<file path="src/rtl/core/sobc_sqrt.sv">
// Pipelined floor square root, one result bit per stage
`default_nettype none
module sobc_sqrt #(
  parameter int W = 64,
  parameter int TW = 8
) (
  input  wire logic            clk,
  input  wire logic [W-1:0]    rad,
  input  wire logic [TW-1:0]   tag_in,
  output logic [W/2-1:0]       root,
  output logic [TW-1:0]        tag_out
);
  localparam int N = W / 2;
  logic [W-1:0]   rem [0:N];
  logic [N-1:0]   res [0:N];
  logic [TW-1:0]  tag [0:N];

  assign rem[0] = rad;
  assign res[0] = '0;
  assign tag[0] = tag_in;

  for (genvar s = 0; s < N; s++) begin : g_st
    logic [W+1:0] trial;
    logic [W+1:0] rem_sh;
    always_comb begin
      // candidate bit b = N-1-s: test res * 2^(b+1) + 4^b against the remainder
      trial  = ({{(W+2-N){1'b0}}, res[s]} << (N-s))
             | ({{(W+1){1'b0}}, 1'b1} << (2*(N-1-s)));
      rem_sh = {2'b00, rem[s]};
    end
    always_ff @(posedge clk) begin
      if (rem_sh >= trial) begin
        rem[s+1] <= W'(rem_sh - trial);
        res[s+1] <= res[s] | (N'(1) << (N-1-s));
      end else begin
        rem[s+1] <= rem[s];
        res[s+1] <= res[s];
      end
      tag[s+1]  <= tag[s];
    end
  end

  assign root = res[N];
  assign tag_out = tag[N];
endmodule
`default_nettype wire

</file>
<file path="config.mk">
export PLATFORM = sky130hd
export DESIGN_NAME = sobc_sqrt
export DESIGN_NICKNAME = d
export VERILOG_FILES = /design/src/rtl/core/sobc_sqrt.sv
export SDC_FILE = /design/constraint.sdc
export NUM_CORES = 2
export LEC_CHECK = 0
export BUFFER_PORTS_ARGS = -buffer_cell sky130_fd_sc_hd__buf_2
export CORE_MARGIN = 2
export CORE_UTILIZATION = 55
export DETAILED_ROUTE_END_ITERATION = 6
export PLACE_DENSITY_LB_ADDON = 0.2
export SLEW_MARGIN = 20
export SYNTH_ARGS = -nofsm -noshare
export SYNTH_HDL_FRONTEND = slang
export SYNTH_SLANG_ARGS = --single-unit
</file>
<file path="constraint.sdc">
create_clock -name clk -period 5.57 [get_ports clk]
set_clock_uncertainty 0.2 [all_clocks]
set_input_delay 0.2785 -clock clk [delete_from_list [all_inputs] [get_ports clk]]
set_output_delay 0.2785 -clock clk [all_outputs]
set_load 0.005 [all_outputs]
</file>
Word-level counts from Yosys, hierarchy flattened. Cells that the tools add are included.

Register bits after elaboration: 3264. Bits of input ports: 73.

Add/subtract/negate cells: 31. Magnitude comparators: 32. Mux-type cells: 32.

Operator list (count): 64-bit two-way mux (31); 64-bit by 33-bit >= comparator with 1-bit output (1); 64-bit by 34-bit >= comparator with 1-bit output (1); 64-bit by 35-bit >= comparator with 1-bit output (1); 64-bit by 36-bit >= comparator with 1-bit output (1); 64-bit by 37-bit >= comparator with 1-bit output (1); 64-bit by 38-bit >= comparator with 1-bit output (1); 64-bit by 39-bit >= comparator with 1-bit output (1); 64-bit by 40-bit >= comparator with 1-bit output (1); 64-bit by 41-bit >= comparator with 1-bit output (1); 64-bit by 42-bit >= comparator with 1-bit output (1); 64-bit by 43-bit >= comparator with 1-bit output (1); 64-bit by 44-bit >= comparator with 1-bit output (1); 64-bit by 45-bit >= comparator with 1-bit output (1); 64-bit by 46-bit >= comparator with 1-bit output (1); 64-bit by 47-bit >= comparator with 1-bit output (1); 64-bit by 48-bit >= comparator with 1-bit output (1); 64-bit by 49-bit >= comparator with 1-bit output (1); 64-bit by 50-bit >= comparator with 1-bit output (1); 64-bit by 51-bit >= comparator with 1-bit output (1); 64-bit by 52-bit >= comparator with 1-bit output (1); 64-bit by 53-bit >= comparator with 1-bit output (1); 64-bit by 54-bit >= comparator with 1-bit output (1); 64-bit by 55-bit >= comparator with 1-bit output (1); 41 further kinds (41).

Depth between registers and ports, before layout.
Depth in word-level cells: 2. Depth in mapped cells: 16. Mapped depth without buffers: 14.

Worst setup path after synthesis. No wires, ideal clock.

Path type: reg-to-reg. Start point: reg res (netlist bit g_st[26].trial[12]). End point: reg rem (netlist bit g_st[27].rem_sh[57]). Arrival time: 3.525 ns. Data required time: 5.243 ns. Path slack: 1.717 ns. Cell stages (with the launch flop): 15. Path buffers: 2. Clock period less this slack: 3.853 ns. Cells stage by stage: dfxtp_1 -> inv_1 -> ha_1 -> nor2b_1 -> o31a_1 -> o31a_1 -> o211a_1 -> o21ai_0 -> o21ai_0 -> a2111oi_0 -> clkbuf_1 -> a211o_1 -> clkbuf_1 -> nor3_1 -> xor2_1.

Longest elaborated chain between the ends: 2. Elaborated cells on any way between the ends: 3.

Ends and longest elaborated chain: start, declared (line 15) `logic [N-1:0] res [0:N];`; start signal, assigned by index (line 34) `res[s+1] <= res[s] | (N'(1) << (N-1-s));`; start signal, assigned by index (line 37) `res[s+1] <= res[s];`; 64-bit by 38-bit subtractor with 64-bit output / 64-bit by 38-bit >= comparator with 1-bit output (equally long branches) (line 33, 32); 64-bit two-way mux (*) (line 32) `if (rem_sh >= trial) begin`; end signal, assigned by index (line 33) `rem[s+1] <= W'(rem_sh - trial);`; end signal, assigned by index (line 36) `rem[s+1] <= rem[s];`; end, declared (line 14) `logic [W-1:0] rem [0:N];`.

Mark *: on every way between the ends. The rest lies on a longest branch, timed or not. A chain may end at the register's enable or synchronous reset.

Final worst setup path.
Start point: reg res (netlist bit g_st[22].trial[20]). End point: reg rem (netlist bit g_st[23].rem_sh[58]).

Longest elaborated chain between the ends: 2. Elaborated cells on any way between the ends: 3.

Ends and longest elaborated chain (line): 64-bit by 42-bit subtractor with 64-bit output / 64-bit by 42-bit >= comparator with 1-bit output (equally long branches) (33, 32); 64-bit two-way mux (*) (32).

Marks and branches as above.

==> impl_results.md <==
* Most frequent cell after synthesis: dfxtp_1
* IO buf count at 112
* Final wirelength at 262000 microns
* Crit Path Class: reg -> reg
* DRC errors left at 1
* Clock sink count at 2768
* Least-Margin Pin Slew at 0.979 ns
* Reg2reg end: g_st[23].rem_sh[58]
* Top FF cell, synth: dfxtp_1
* Max cap viols at 0
* Yosys reg bits at 2768
* Cell taking the most area after synthesis: dfxtp_1
* Post-synth ARST share at 0
* Layout cells sized above 1 at 0.0715
* Synthesized area per cell at 10.2 sq um
* Final Critical Period at 4.57 ns
* Final Max Slew Viols at 0
* Layout Utilization at 0.633
* Worst Path Required at 6.15 ns
* Initial core utilization at 0.554
* Die W at 431 microns
* Seq/Total Area, Yosys at 0.554
* Arrival @ worst endpoint at 5.15 ns
* Placed instance area at 103000 sq um
* Hold Vio Cnt, Final at 0
* Pre-antenna DRT Iters at 7
* Layout Area Growth over Synthesis at 14.3%
* Rows at 156
* Reg clk slew, reported paths at 0.06 ns
* Vias in the first global route at 70800
* Fin nets at 10900
* Antenna-violating nets left at 0
* Initial antenna violation count at 7
* Commonest cells post-synth: 2768 x dfxtp_1, 685 x inv_1, 645 x nor2_1
* Fmax at 219 MHz
* # IOs at 113
* Synth top area cells: dfxtp_1 55%, ha_1 7.0%, xnor2_1 4.4%
* Hold path start: tag[11]
* Vias/cell at 5.55
* Cells on Worst Hold Path at 0
* Maximum root-to-sink buffer count at 4
* Pwr per Cell Area at 535 nW/um^2
* Routed wire length per instance at 20.4 microns
* CTS tree: done
* Global route total overflow at 0
* Final Cycle Share at 0.820
* VDD IR max at 0.293 mV
* Pleak at 0.0525 uW
* R2R Path Start: g_st[22].trial[20]
* CP Capture Type: register
* Final GP Congestion at 0.956
* Mapped Cells at 9831
* H-tree Lvls at 5
* CTS resizes at 0
* Core Region at 181000 sq um
* Status: finished with violations
* CTS buffer count at 292
* Root Buffer: clkbuf_16
* GRT Total Usage at 0.277
* Clock Latency Late Sink at 0.94 ns
* Dpl ws at 1.15 ns
* Post-synth EDFFs at 0
* Worst setup path startpoint: g_st[22].trial[20]
* Hold Path Class: reg -> reg
* Via Count at 71100
* Register-to-Register Path Depth at 13
* Crit Path Max Fanout at 6
* Register-to-register setup slack at 1.00 ns
* Crit start category: register
* Final std cells w/o fill at 12800
* Post-DP HPWL at 197000 microns
* Mapped cell area at 100000 sq um
* Slew headroom at 0.341
* Fill cell total of the finished layout at 14400
* Failing checks: design-rule violations
* Warnings, synthesis at 0
* Setup ws final at 1.00 ns
* Hold Path Sink: tag_out[3]
* RSZ-0062 raised after global routing: no
* Design area at 114000 sq um
* Die Area at 185000 sq um
* Die Span Y at 431 microns
* Setup TNS at 0 ns
* Synth top area share at 0.554
* Pin count of the biggest net entering global routing at 58
* Post-Place Cells at 12200
* First-pass GRT wire length at 404000 microns
* Yosys cell types at 83
* Syn_nets at 10500
* Final setup vio count at 0
* DR iter-0 viols at 4810
[repair_timing]
action / CTS / global route
buffers inserted: 0 / 0
endpoints found under the hold margin: 73 / 0
endpoints found under the setup margin: 0 / 0
hold buffers: 146 / 0
[sequential cells by signal (all words and copies together) (netlist names)]
| signal | flops |
|---|---|
| g_st.rem_sh | 1984 |
| tag_out | 8 |
| tag | 248 |
| g_st.trial | 496 |
| root | 32 |
[cell type report]
class | instances | area, sq um | area share
sequential | 2768 | 55400 | 0.484
multi-input combinational | 6184 | 41400 | 0.362
clock buffer | 400 | 8400 | 0.0734
tap | 2370 | 2970 | 0.0259
inverter | 688 | 2580 | 0.0226
timing repair buffer | 304 | 2390 | 0.0209
clock inverter | 87 | 1250 | 0.0109
antenna | 5 | 12.5 | 0.000109
[worst max-delay path, stage by stage, from the launching register on]
cell and delay, ns:
dfxtp_1 0.32, inv_1 0.04, ha_1 0.35, nor2b_1 0.17
o31a_1 0.27, o41ai_1 0.36, buf_4 0.22, a2111oi_0 0.17
o41ai_1 0.71, o21bai_1 0.13, a211oi_1 0.62, nand3b_1 0.33
nor3_1 0.25, xor2_1 0.31
[placed cells by master (no fill, tap or decap), drive strengths merged, types with 57 or more instances in the layout]
cell type and n:
a21o 260, a21oi 642, buf 158, clkbuf 400
dfxtp 2768, dlygate4sd3 146, ha 558, inv 694
mux2 70, nand2 623, nand2b 132, nand3 180
nand4 144, nor2 645, nor2b 71, nor3 269
nor4 341, o21a 91, o21ai 426, o21bai 59
or3 91, or4 57, xnor2 507, xor2 377
[kinds of logic (layout without fill, tap and decap cells)]
logic type,after synthesis,in the layout,synth area share
flip-flops,2768,2768,0.554
buffers and inverters,879,1479,0.0336
AO/OA/AOI/OAI,1840,1840,0.113
AND/OR/NAND/NOR,2821,2821,0.143
adder cells (fa/ha/maj),558,558,0.0697
XOR/XNOR,884,884,0.0773
multiplexers,81,81,0.00897
other,0,5,0
[per-stage QoR]
stage | total power (uW) | hold slack (ns)
global route | 64200 | 0.114
global placement | 41600 | 0.109
floorplan | 37000 | 0.106
finish | 61200 | 0.103
CTS | 61300 | 0.0864
detailed placement | 41700 | 0.112
[worst max-delay path by stage]
stage                          end  slack [ns]  cells after the start
3_3_place_gp   g_st[23].rem_sh[58]        1.24                     13
2_1_floorplan  g_st[27].rem_sh[57]        1.72                     14
4_1_cts        g_st[23].rem_sh[54]        1.09                     13
6_report       g_st[23].rem_sh[58]        1.00                     13
3_5_place_dp   g_st[23].rem_sh[54]        1.15                     13
5_1_grt        g_st[23].rem_sh[54]        0.84                     13
[metal layers]
| metal | up-vias | GRT usage | part of all wire |
|---|---|---|---|
| li1 | 34900 | - | - |
| met1 | 33800 | 0.357 | 0.44 |
| met2 | 1924 | 0.474 | 0.48 |
| met3 | 559 | 0.0377 | 0.046 |
| met4 | 0 | 0.103 | 0.037 |
| met5 | - | 0 | 0 |
[where the power goes]
group | leakage, uW | internal, uW | switching [uW]
Sequential | 0.0232 | 24000 | 3920
Clock | 0.00473 | 11900 | 7600
Combinational | 0.0246 | 6090 | 7740
No activity file was read; power rests on OpenSTA's default activity.
